===== src/hdl/sfbc_pkg.sv =====
// Shared constants, types and state encodings for the SHA-1 Feistel cipher unit.
`default_nettype none

package sfbc_pkg;

    localparam int unsigned HalfW   = 16;
    localparam int unsigned KeyW    = 24;
    localparam int unsigned BlockW  = 32;
    localparam int unsigned WordW   = 32;
    localparam int unsigned CfgIdxW = 2;
    localparam int unsigned StepW   = 7;
    localparam int unsigned NumW    = 16;

    localparam int unsigned DefRounds = 32;

    // Configuration register indexes.
    localparam logic [CfgIdxW-1:0] CFG_FIRST_KEY  = 2'd0;
    localparam logic [CfgIdxW-1:0] CFG_SECOND_KEY = 2'd1;

    // SHA-1 initial hash words.
    localparam logic [WordW-1:0] H0 = 32'h67452301;
    localparam logic [WordW-1:0] H1 = 32'hEFCDAB89;
    localparam logic [WordW-1:0] H2 = 32'h98BADCFE;
    localparam logic [WordW-1:0] H3 = 32'h10325476;
    localparam logic [WordW-1:0] H4 = 32'hC3D2E1F0;

    // SHA-1 step constants.
    localparam logic [WordW-1:0] K0 = 32'h5A827999;
    localparam logic [WordW-1:0] K1 = 32'h6ED9EBA1;
    localparam logic [WordW-1:0] K2 = 32'h8F1BBCDC;
    localparam logic [WordW-1:0] K3 = 32'hCA62C1D6;

    // Padding for a 40-bit message: the marker byte after the key and the bit length.
    localparam logic [23:0]      PAD_MARK = 24'h800000;
    localparam logic [WordW-1:0] MSG_BITS = 32'd40;

    localparam logic [StepW-1:0] STEP_B1   = 7'd20;
    localparam logic [StepW-1:0] STEP_B2   = 7'd40;
    localparam logic [StepW-1:0] STEP_B3   = 7'd60;
    localparam logic [StepW-1:0] STEP_LAST = 7'd79;

    typedef enum logic [1:0] {
        CS_IDLE,
        CS_RUN,
        CS_FIN
    } t_core_state;

    typedef enum logic [1:0] {
        TS_IDLE,
        TS_START,
        TS_WAIT,
        TS_EMIT
    } t_top_state;

    // Request from the round sequencer to the hash core.
    typedef struct packed {
        logic             start;
        logic [HalfW-1:0] half;
        logic [KeyW-1:0]  key;
    } t_core_req;

    // Status from the hash core back to the sequencer.
    typedef struct packed {
        logic             done;
        logic [HalfW-1:0] result;
    } t_core_rsp;

endpackage

`default_nettype wire


===== src/hdl/sha1_feistel_block_cipher_unit.sv =====
// Top level of the Feistel block cipher with a SHA-1 round function.
//
// The input channel carries one request per block: i_kind selects encryption
// (0) or decryption (1) and i_in_block holds the block, left half in the upper
// 16 bits. A request is taken when i_in_valid is high and o_in_stall is low.
// The unit then raises o_in_stall and works on that block alone.
// Each of the ROUNDS Feistel rounds runs one full SHA-1 compression on the
// shared hash core, one compression step per cycle. A round loads the message
// schedule, runs the 80 steps and then reads out the digest.
// The result is held in an output register. o_out_valid rises with o_out_block
// and stays with a stable value while i_out_stall is high. The unit may accept
// the next request while that result still waits; if its own result is ready
// before the old one is taken, it waits for the register. The two 24-bit key
// halves are written through the configuration channel (index 0 first half,
// index 1 second half); o_cfg_ready is always high. Writes to other indexes
// are dropped. The user must change the keys only while idle; the unit does
// not enforce this. Synchronous active-low reset clears the key halves, the
// sequencer and the output valid; the unit is ready for a request in the
// first cycle after it.
`default_nettype none

module sha1_feistel_block_cipher_unit
    import sfbc_pkg::*;
#(
    parameter int unsigned ROUNDS = DefRounds
) (
    input  wire logic               i_clk,
    input  wire logic               i_rst_n,
    input  wire logic               i_in_valid,
    output logic                    o_in_stall,
    input  wire logic               i_kind,
    input  wire logic [BlockW-1:0]  i_in_block,
    output logic                    o_out_valid,
    input  wire logic               i_out_stall,
    output logic [BlockW-1:0]       o_out_block,
    input  wire logic               i_cfg_valid,
    output logic                    o_cfg_ready,
    input  wire logic [CfgIdxW-1:0] i_cfg_index,
    input  wire logic [KeyW-1:0]    i_cfg_data
);

    localparam int unsigned RndW = (ROUNDS > 2) ? $clog2(ROUNDS) : 1;

    t_top_state r_state, n_state;

    logic [KeyW-1:0]  r_first_key_half, r_second_key_half;
    logic [HalfW-1:0] r_left, r_right;
    logic             r_decrypt;
    logic [RndW-1:0]  r_round;
    logic             r_out_valid;
    logic [BlockW-1:0] r_out_block;

    t_core_req core_req;
    t_core_rsp core_rsp;

    logic in_take, out_free, last_round, use_first;

    assign in_take    = i_in_valid && !o_in_stall;
    assign out_free   = !r_out_valid || !i_out_stall;
    assign last_round = (r_round == RndW'(ROUNDS - 1));
    // Even rounds take the first half when encrypting; decryption reverses the order.
    assign use_first  = (!r_round[0]) != r_decrypt;

    assign o_cfg_ready = 1'b1;
    assign o_out_valid = r_out_valid;
    assign o_out_block = r_out_block;

    // Configuration registers.
    always_ff @(posedge i_clk) begin
        if (!i_rst_n) begin
            r_first_key_half  <= '0;
            r_second_key_half <= '0;
        end else if (i_cfg_valid && o_cfg_ready) begin
            unique case (i_cfg_index)
                CFG_FIRST_KEY:  r_first_key_half  <= i_cfg_data;
                CFG_SECOND_KEY: r_second_key_half <= i_cfg_data;
                default: ;
            endcase
        end
    end

    // Round sequencer: next state.
    always_comb begin
        n_state = r_state;
        unique case (r_state)
            TS_IDLE:  if (in_take) n_state = TS_START;
            TS_START: n_state = TS_WAIT;
            TS_WAIT: begin
                if (core_rsp.done) begin
                    n_state = last_round ? TS_EMIT : TS_START;
                end
            end
            TS_EMIT:  if (out_free) n_state = TS_IDLE;
            default:  n_state = TS_IDLE;
        endcase
    end

    // Round sequencer: outputs.
    always_comb begin
        o_in_stall     = (r_state != TS_IDLE);
        core_req.start = (r_state == TS_START);
        core_req.half  = r_right;
        core_req.key   = use_first ? r_first_key_half : r_second_key_half;
    end

    always_ff @(posedge i_clk) begin
        if (!i_rst_n) begin
            r_state     <= TS_IDLE;
            r_out_valid <= 1'b0;
        end else begin
            r_state <= n_state;
            if (r_state == TS_EMIT && out_free) begin
                r_out_valid <= 1'b1;
            end else if (!i_out_stall) begin
                r_out_valid <= 1'b0;
            end
        end
    end

    // Block halves and round counter.
    always_ff @(posedge i_clk) begin
        if (r_state == TS_IDLE && in_take) begin
            r_left    <= i_in_block[BlockW-1:HalfW];
            r_right   <= i_in_block[HalfW-1:0];
            r_decrypt <= i_kind;
            r_round   <= '0;
        end else if (r_state == TS_WAIT && core_rsp.done) begin
            r_left  <= r_right;
            r_right <= r_left ^ core_rsp.result;
            if (!last_round) begin
                r_round <= r_round + RndW'(1);
            end
        end
        if (r_state == TS_EMIT && out_free) begin
            // The halves trade places once more on the way out.
            r_out_block <= {r_right, r_left};
        end
    end

    sfbc_sha1_core u_core (
        .i_clk   (i_clk),
        .i_rst_n (i_rst_n),
        .i_req   (core_req),
        .o_rsp   (core_rsp)
    );

endmodule

`default_nettype wire


===== src/hdl/sfbc_sha1_core.sv =====
// Iterative SHA-1 compression core: one step per cycle over a 16-word schedule window.
`default_nettype none

module sfbc_sha1_core
    import sfbc_pkg::*;
(
    input  wire logic      i_clk,
    input  wire logic      i_rst_n,
    input  wire t_core_req i_req,
    output t_core_rsp      o_rsp
);

    t_core_state r_state, n_state;
    logic [StepW-1:0] r_step;
    logic [WordW-1:0] r_a, r_b, r_c, r_d, r_e;
    logic [WordW-1:0] r_w [NumW];

    logic [WordW-1:0] f_val, k_val, t_val, w_new, w_mix, digest_a;

    // The expanded word for step i+16 comes from the window taps i+13, i+8, i+2 and i.
    assign w_mix = r_w[13] ^ r_w[8] ^ r_w[2] ^ r_w[0];
    assign w_new = {w_mix[WordW-2:0], w_mix[WordW-1]};

    always_comb begin
        if (r_step < STEP_B1) begin
            f_val = (r_b & r_c) | (~r_b & r_d);
            k_val = K0;
        end else if (r_step < STEP_B2) begin
            f_val = r_b ^ r_c ^ r_d;
            k_val = K1;
        end else if (r_step < STEP_B3) begin
            f_val = (r_b & r_c) | (r_b & r_d) | (r_c & r_d);
            k_val = K2;
        end else begin
            f_val = r_b ^ r_c ^ r_d;
            k_val = K3;
        end
        t_val = {r_a[WordW-6:0], r_a[WordW-1:WordW-5]} + f_val + r_e + k_val + r_w[0];
    end

    always_comb begin
        n_state = r_state;
        unique case (r_state)
            CS_IDLE: if (i_req.start) n_state = CS_RUN;
            CS_RUN:  if (r_step == STEP_LAST) n_state = CS_FIN;
            CS_FIN:  n_state = CS_IDLE;
            default: n_state = CS_IDLE;
        endcase
    end

    always_comb begin
        digest_a     = H0 + r_a;
        o_rsp.done   = (r_state == CS_FIN);
        o_rsp.result = digest_a[WordW-1:HalfW];
    end

    always_ff @(posedge i_clk) begin
        if (!i_rst_n) begin
            r_state <= CS_IDLE;
            r_step  <= '0;
        end else begin
            r_state <= n_state;
            if (r_state == CS_RUN) begin
                r_step <= r_step + 7'd1;
            end else begin
                r_step <= '0;
            end
        end
    end

    always_ff @(posedge i_clk) begin
        if (r_state == CS_IDLE && i_req.start) begin
            r_a <= H0;
            r_b <= H1;
            r_c <= H2;
            r_d <= H3;
            r_e <= H4;
            r_w[0] <= {i_req.half, i_req.key[KeyW-1:8]};
            r_w[1] <= {i_req.key[7:0], PAD_MARK};
            for (int j = 2; j < NumW - 1; j++) begin
                r_w[j] <= '0;
            end
            r_w[NumW-1] <= MSG_BITS;
        end else if (r_state == CS_RUN) begin
            r_e <= r_d;
            r_d <= r_c;
            r_c <= {r_b[1:0], r_b[WordW-1:2]};
            r_b <= r_a;
            r_a <= t_val;
            for (int j = 0; j < NumW - 1; j++) begin
                r_w[j] <= r_w[j+1];
            end
            r_w[NumW-1] <= w_new;
        end
    end

endmodule

`default_nettype wire


===== config.mk =====
export PLATFORM = sky130hd
export DESIGN_NAME = sha1_feistel_block_cipher_unit
export DESIGN_NICKNAME = d
export VERILOG_FILES = /design/src/hdl/sfbc_pkg.sv /design/src/hdl/sha1_feistel_block_cipher_unit.sv /design/src/hdl/sfbc_sha1_core.sv
export SDC_FILE = /design/constraint.sdc
export NUM_CORES = 2
export LEC_CHECK = 0
export BUFFER_PORTS_ARGS = -buffer_cell sky130_fd_sc_hd__buf_2
export CAP_MARGIN = 20
export CORE_MARGIN = 5
export CORE_UTILIZATION = 50
export DETAILED_ROUTE_END_ITERATION = 10
export PLACE_DENSITY = 0.78
export SYNTH_ARGS = -nofsm -noshare
export SYNTH_HDL_FRONTEND = slang
export SYNTH_SLANG_ARGS = --single-unit
export TNS_END_PERCENT = 20

===== constraint.sdc =====
create_clock -name i_clk -period 15.77 [get_ports i_clk]
set_input_delay 0.7885 -clock i_clk [delete_from_list [all_inputs] [get_ports i_clk]]
set_output_delay 0.7885 -clock i_clk [all_outputs]
set_load 0.02 [all_outputs]

---- Word level (Yosys, flattened, before mapping) ----
Memory sizes are Yosys's and may differ from the RTL's.
Cells that the tools add are included.
word-level totals
  register bits ........................... 290
  memory bits (writable) .................. 512
  input port bits ......................... 64
  output and inout bits ................... 35
  logic and storage cells ................. 136
  memories kept ........................... 1
operators by class
  add/subtract/negate cells ............... 7
  $lt $le $gt $ge ......................... 3
  eq/ne operators ......................... 15
  multiplexer cells ....................... 42
  bitwise operators ....................... 31
  reductions and logical operators ........ 21
memories
  name        depth  width  rd ports  clocked after Yosys merged registers in  write ports  line                  RTL
  u_core.r_w  16     32     16        0                                        16           sfbc_sha1_core.sv:16  logic [WordW-1:0] r_w [NumW];
operator list
  kind                                                        number
  two-way mux 32 bit                                          21
  XOR 32 bit                                                  5
  adder 32 bit                                                4
  AND 32 bit                                                  4
  bitwise OR 32 bit                                           3
  two-way mux 16 bit                                          4
  adder 31 x 32 -> 32 bit, first input constant               1
  NOT 32 bit                                                  1
  two-way mux 31 bit                                          1
  two-way mux 24 bit                                          1
  bitwise OR 1 bit                                            16
  XOR 16 bit                                                  1
  less-than comparator 7 x 6 -> 1 bit, second input constant  2
  two-way mux 2 bit                                           6
  AND reduction 2 bit                                         5
  one-hot mux 2 bit (4 select lines)                          1
  adder 7 x 1 -> 7 bit, second input constant                 1
  equality test 7 bit, second input constant                  1
  less-than comparator 7 x 5 -> 1 bit, second input constant  1
  two-way mux 1 bit                                           7
  equality test 2 x 1 -> 1 bit, second input constant         3
  equality test 2 bit, second input constant                  3
  zero test 2 bit                                             3
  != test 2 x 1 -> 1 bit, second input constant               3
  other kinds (11)                                            21

---- Longest topological paths before layout ----
  depth in word-level cells ............... 10
  gate-level depth with buffers ........... 25
  mapped depth without buffers ............ 23

---- Cells and area by module ----
Synthesis repeated with hierarchy kept, for this count alone.
unflattened totals
  cell total of the unflattened synthesis .. 3002
  area total of the unflattened synthesis .. 36152.2 um^2
modules (own cells, without submodules)
  module                          instances  cells an instance  area an instance (um^2)  seq. area each (um^2)
  sfbc_sha1_core                  1          2588               31216.2                  18758.0
  sha1_feistel_block_cipher_unit  1          414                4936.0                   3072.9

---- Worst setup path before layout ----
OpenSTA, ideal clock, no wires.
  path type ............................... flip-flop to flip-flop
  from .................................... reg u_core.r_step[4]
  to ...................................... reg u_core.r_a[29]
  library setup time ...................... 0.127 ns
  arrival time ............................ 5.246 ns
  required time ........................... 15.643 ns
  slack ................................... 10.397 ns
  cell stages (with the launch flop) ...... 24
  path buffers ............................ 1
  cells stage by stage .................... dfxtp_1 and4_1 nor2_1 inv_1 nor2_1 inv_2 nand2_1 clkbuf_1 nor2_1 nor2_1 fa_1 fa_1 inv_1 fa_1 inv_1 ha_1 a211o_1 a21oi_1 nor2_1 o2111ai_1 a31oi_1 or3_1 a2111o_1 o221a_2
on the way
  word-level cells in the longest chain between the ends .. 8
  elaborated cells between the ends (all ways) .. 13
  classes of those cells .................. add/sub: 4; order compare: 3; mux: 6
ends and longest elaborated chain
  item                                 line                  RTL
  start, declared                      sfbc_sha1_core.sv:14  logic [StepW-1:0] r_step;
  start signal, assigned               sfbc_sha1_core.sv:64  r_step <= r_step + 7'd1;
  less-than comparator 7 x 6 -> 1 bit  sfbc_sha1_core.sv:31  end else if (r_step < STEP_B3) begin
  two-way mux 32 bit                   sfbc_sha1_core.sv:31
  two-way mux 32 bit                   sfbc_sha1_core.sv:28  end else if (r_step < STEP_B2) begin
  two-way mux 32 bit                   sfbc_sha1_core.sv:25  if (r_step < STEP_B1) begin
  adder 32 bit (2 in a row)            sfbc_sha1_core.sv:38  t_val = {r_a[WordW-6:0], r_a[WordW-1:WordW-5]} + f_val + r_e + k_val + r_w[0];
  adder 32 bit (*) (2 in a row)        sfbc_sha1_core.sv:38
  end signal, assigned                 sfbc_sha1_core.sv:89  r_a <= t_val;
  end, declared                        sfbc_sha1_core.sv:15  logic [WordW-1:0] r_a, r_b, r_c, r_d, r_e;
Every way passes the cells marked *; elsewhere a longest branch is shown, timed or not.
A chain may end at the register's enable or synchronous reset.

---- Worst setup path after layout ----
  from .................................... reg u_core.r_step[2]
  to ...................................... reg u_core.r_a[30]
Same word-level chain as after synthesis.

==> results by group <==
Clock tree
  • CTS buffer count: slightly above 80
  • Post-CTS Repair Setup Buffers: 0
  • H-Tree Depth: 3
  • CTS tree: done
  • Clock tree buffer depth: 3
  • Hold_buf cts: 0
  • CTS resizes: 0
  • Root buffer cell: clkbuf_16
  • CTS Sinks: between 800 and 900
  • Clock network latency to the later pin of the worst-skew pair: 0.64 ns
  • Clk slew on worst S/H paths: ~0.06 ns

STA
  • Final setup fails: 0
  • Final period utilization: around 44%
  • RSZ-0062 raised after global routing: false
  • Slew HR: between 20% and 30%
  • Fin. max-slew vios: 0
  • Setup TNS: 0 ns
  • Worst-margin pin slew: 1.08 ns
  • Worst Hold Slack: roughly 0.33 ns
  • Worst Skew: 0.0211 ns
  • Minimum clock period: ~7 ns
  • Max Freq: roughly 150 MHz
  • Final count of hold timing violations: 0

Logic synthesis
  • Post-synthesis adder-cell area fraction: 8.91%
  • Yosys cell types: 75
  • Primary FF master, synth: edfxtp_1
  • Compound-Gate Fraction of Synth Area: under 10%
  • Dominant cell type by area after synthesis: edfxtp_1
  • Mux cell area share after synthesis: 0.858%
  • Largest family of logic cells by synthesized area: simple AND/OR/NAND/NOR gates
  • Post-synth ARST share: 0%
  • Synth Warn #: 0
  • Number of synthesized flops with an enable pin: approximately 580
  • Synth top area share: 47.7%
  • Ranking of synthesized cells by area: edfxtp_1, dfxtp_1, and2_1
  • Synthesized area per cell: between 10 and 15 sq um
  • Most frequent cells after synthesis: edfxtp_1, nand2_1, and2_1
  • Xor/xnor share of the synthesized area: 3.98%
  • Synthesized Nets: 3317
  • Simple-gate portion of the synthesized area: ~17%
  • Mapped cell area: between 0.03 and 0.04 sq mm
  • Sequential area share after synthesis: between 60% and 70%
  • Most common cell in the synthesized netlist: edfxtp_1
  • Cell count after synthesis: 3066
  • Post-synthesis sequential element count: 802

Setup path
  • Crit path launch type: flop
  • Crit-path most repeated cell: nor2_1
  • Crit-path cells: and4_1 -> nor2_1 -> inv_1 -> nor2_1 -> inv_2 -> nand2_1 -> buf_4 -> nor2_1 -> nor2_1 -> fa_1 -> fa_1 -> inv_1 -> fa_1 -> inv_1 -> ha_1 -> a211oi_1 -> o211ai_1 -> nand3_1 -> a21oi_1 -> o31ai_2 -> o21bai_1 -> a31oi_1 -> nor3b_1 -> a211oi_1
  • Arrival time worst endpoint: 7.41 ns
  • Critical Path RT: about 16 ns
  • Critical R2R Capture: u_core.r_a[30]$_SDFFE_PP1N_
  • Cell with the largest stage delay on the worst path: nand2_1
  • R2R cell count: 24
  • Class of the most critical setup path: reg2reg
  • CP endpoint kind: flop
  • R2R Setup Slk: between 8 and 9 ns
  • Max Fanout on Critical Path: 35
  • Critical path's largest stage delay: around 0.56 ns
  • R2r startpoint: u_core.r_step[2]$_SDFF_PN0_

Hold path
  • Worst-case hold path end point: r_decrypt$_DFFE_PP_
  • Hold WC Path Type: in2reg
  • Hold_sp: i_kind
  • Hold Path Depth: 1

Routing
  • Via count: ~22000
  • DRC errors left: 0
  • Total wire length: approximately 76000 microns
  • Post-DR vias/cell: between 5 and 6
  • DR WL/cell: between 15 and 20 microns
  • Starting DRT DRC Count: 2074
  • Antenna violation net count after detailed routing: 0
  • DR pass1 iterations: 6

Finish
  • Area of the multi-input gates: 0.0133 sq mm
  • Area Growth Syn to Fin: 11.5%
  • Layout cells sized above 1: around 8.8%
  • Fin area: ~0.04 sq mm
  • # nets final: roughly 3400
  • Fillers: 5636
  • Storage cell area: around 0.022 sq mm

Pwr
  • Pleak: 15.6 nW
  • Clk pwr share: approximately a quarter
  • Combinational share of power: around two fifths
  • Switch Pwr: between 3 and 4 mW
  • Pwr dens: just over 200 mW/mm^2
  • Flop pwr share: 35.5%
  • Int Pwr: around 5.2 mW
  • Max VDD drop: about 0.19 mV
  • Sw Ratio: 36.9%

Floorplan
  • Initial Util: roughly half
  • FP Rows: roughly 100
  • Die Area: just under 0.08 sq mm
  • Die W: around 280 microns
  • Core area: between 0.07 and 0.08 sq mm
  • Io pins: slightly below 100
  • Die H: ~280 microns

Place
  • HPWL after DPL: just under 50000 microns
  • GPL Wtd Cong: 0.889
  • Port Buf Inserts: 97
  • Cell Area, Placed: 0.0376 sq mm

Global routing
  • GR Util All Layers: between 10% and 20%
  • GRT Residual Overflow: 0
  • First-pass GRT wire length: ~120000 microns
  • Pin count of the biggest net entering global routing: 250
  • Vias in the first global route: approximately 22000
  • Initial antenna violation count: 6

Outcome
  • Status: complete, no violations

Job
  • Max-cap violations: 0
[through the flow]
stage | std cells | total power [mW] | utilization (%) | worst slack [ns]
after CTS | 4138 | 8.20 | 56.3 | 8.93
after global placement | 3983 | 6.09 | 52.4 | 9.09
after floorplan | 3066 | 5.43 | - | 10.40
final | 4142 | 8.18 | 56.4 | 8.91
after global routing | 4140 | 8.77 | 56.4 | 8.50
after detailed placement | 3983 | 6.17 | 52.4 | 8.96
[sequential cells by signal, summed over array words and instances, names as in the netlist, 5 cells and up]
signal,count
r_right,16
u_core.r_a,32
u_core.r_b,32
r_second_key_half,24
u_core.r_e,32
r_first_key_half,24
u_core.r_step,7
o_out_block,32
u_core.r_w,512
r_round,5
u_core.r_c,32
r_left,16
u_core.r_d,32
[cell type report]
class	instances	area share [%]
flip-flops and latches	802	53.9
multi-input cells	1960	33.0
clock buffers	114	5.82
well taps	950	2.94
repair buffers	121	1.77
inverters	152	1.43
clock inverters	41	1.12
diodes	2	0.0124
[metal layers]
metal	part of all wire (%)	vias to the layer above	global-route usage [%]
met3	7.1	170	4.38
met5	0.055	-	0
li1	-	10400	-
met2	46	593	29.6
met1	44	10800	27.1
met4	3.6	8	7.39
[logic make-up (layout without fill, tap and decap cells)]
family	after synthesis	after routing
multiplexers	31	31
XOR/XNOR	165	165
adder cells (fa/ha/maj)	187	187
AO/OA/AOI/OAI	336	336
AND/OR/NAND/NOR	1240	1240
flip-flops	802	802
buffers and inverters	304	428
other	1	3
[placed cells by master, fill, tap and decap left out, types with 5 or more instances in the layout]
cell type  count
o32ai_1       20
xor2_1        26
xnor2_1      138
bufinv_16      5
a31oi_1        9
clkbuf_16     85
a21o_1        12
buf_2         97
nand2_1      503
nor2_1       135
nand2b_1       7
ha_1          68
o32a_1         8
a21oi_1       46
clkinv_1      11
buf_4         21
a211oi_1       8
inv_1        150
o21a_1         5
clkbuf_8      12
mux2i_1       30
dfxtp_1      225
a21boi_0      51
nor2b_1       32
and3_1         5
nor3_1        10
fa_1         119
nand3_1       74
and2_1       441
edfxtp_1     577
o21ai_0      127
clkbuf_1      16
clkinv_2      15
[worst max-delay path: cells and delay by family, from the launching register on]
kind | cells | cell delay (ns)
AND/OR/NAND/NOR | 8 | 1.92
flip-flops | 1 | 0.35
adder cells (fa/ha/maj) | 4 | 1.77
AO/OA/AOI/OAI | 7 | 1.58
buffers and inverters | 5 | 1.13
[power groups by stage]
stage / clock network, mW / logic (mW) / registers [mW]
global route: 2.12 / 3.70 / 2.94
floorplan: 0 / 2.58 / 2.85
global placement: 0 / 3.15 / 2.93
detailed placement: 0 / 3.23 / 2.94
finish: 1.99 / 3.29 / 2.91
CTS: 2.02 / 3.27 / 2.90
[worst max path at each step]
stage          slack [ns]                     endpoint                   startpoint
6_report             8.91  u_core.r_a[30]$_SDFFE_PP1N_  u_core.r_step[2]$_SDFF_PN0_
3_3_place_gp         9.09  u_core.r_a[29]$_SDFFE_PP1N_  u_core.r_step[2]$_SDFF_PN0_
5_1_grt              8.50  u_core.r_a[28]$_SDFFE_PP0N_  u_core.r_step[4]$_SDFF_PN0_
2_1_floorplan       10.40  u_core.r_a[29]$_SDFFE_PP1N_  u_core.r_step[4]$_SDFF_PN0_
4_1_cts              8.93  u_core.r_a[28]$_SDFFE_PP0N_  u_core.r_step[2]$_SDFF_PN0_
3_5_place_dp         8.96  u_core.r_a[29]$_SDFFE_PP1N_  u_core.r_step[2]$_SDFF_PN0_
Note: power is estimated with default switching activity, not from simulation.
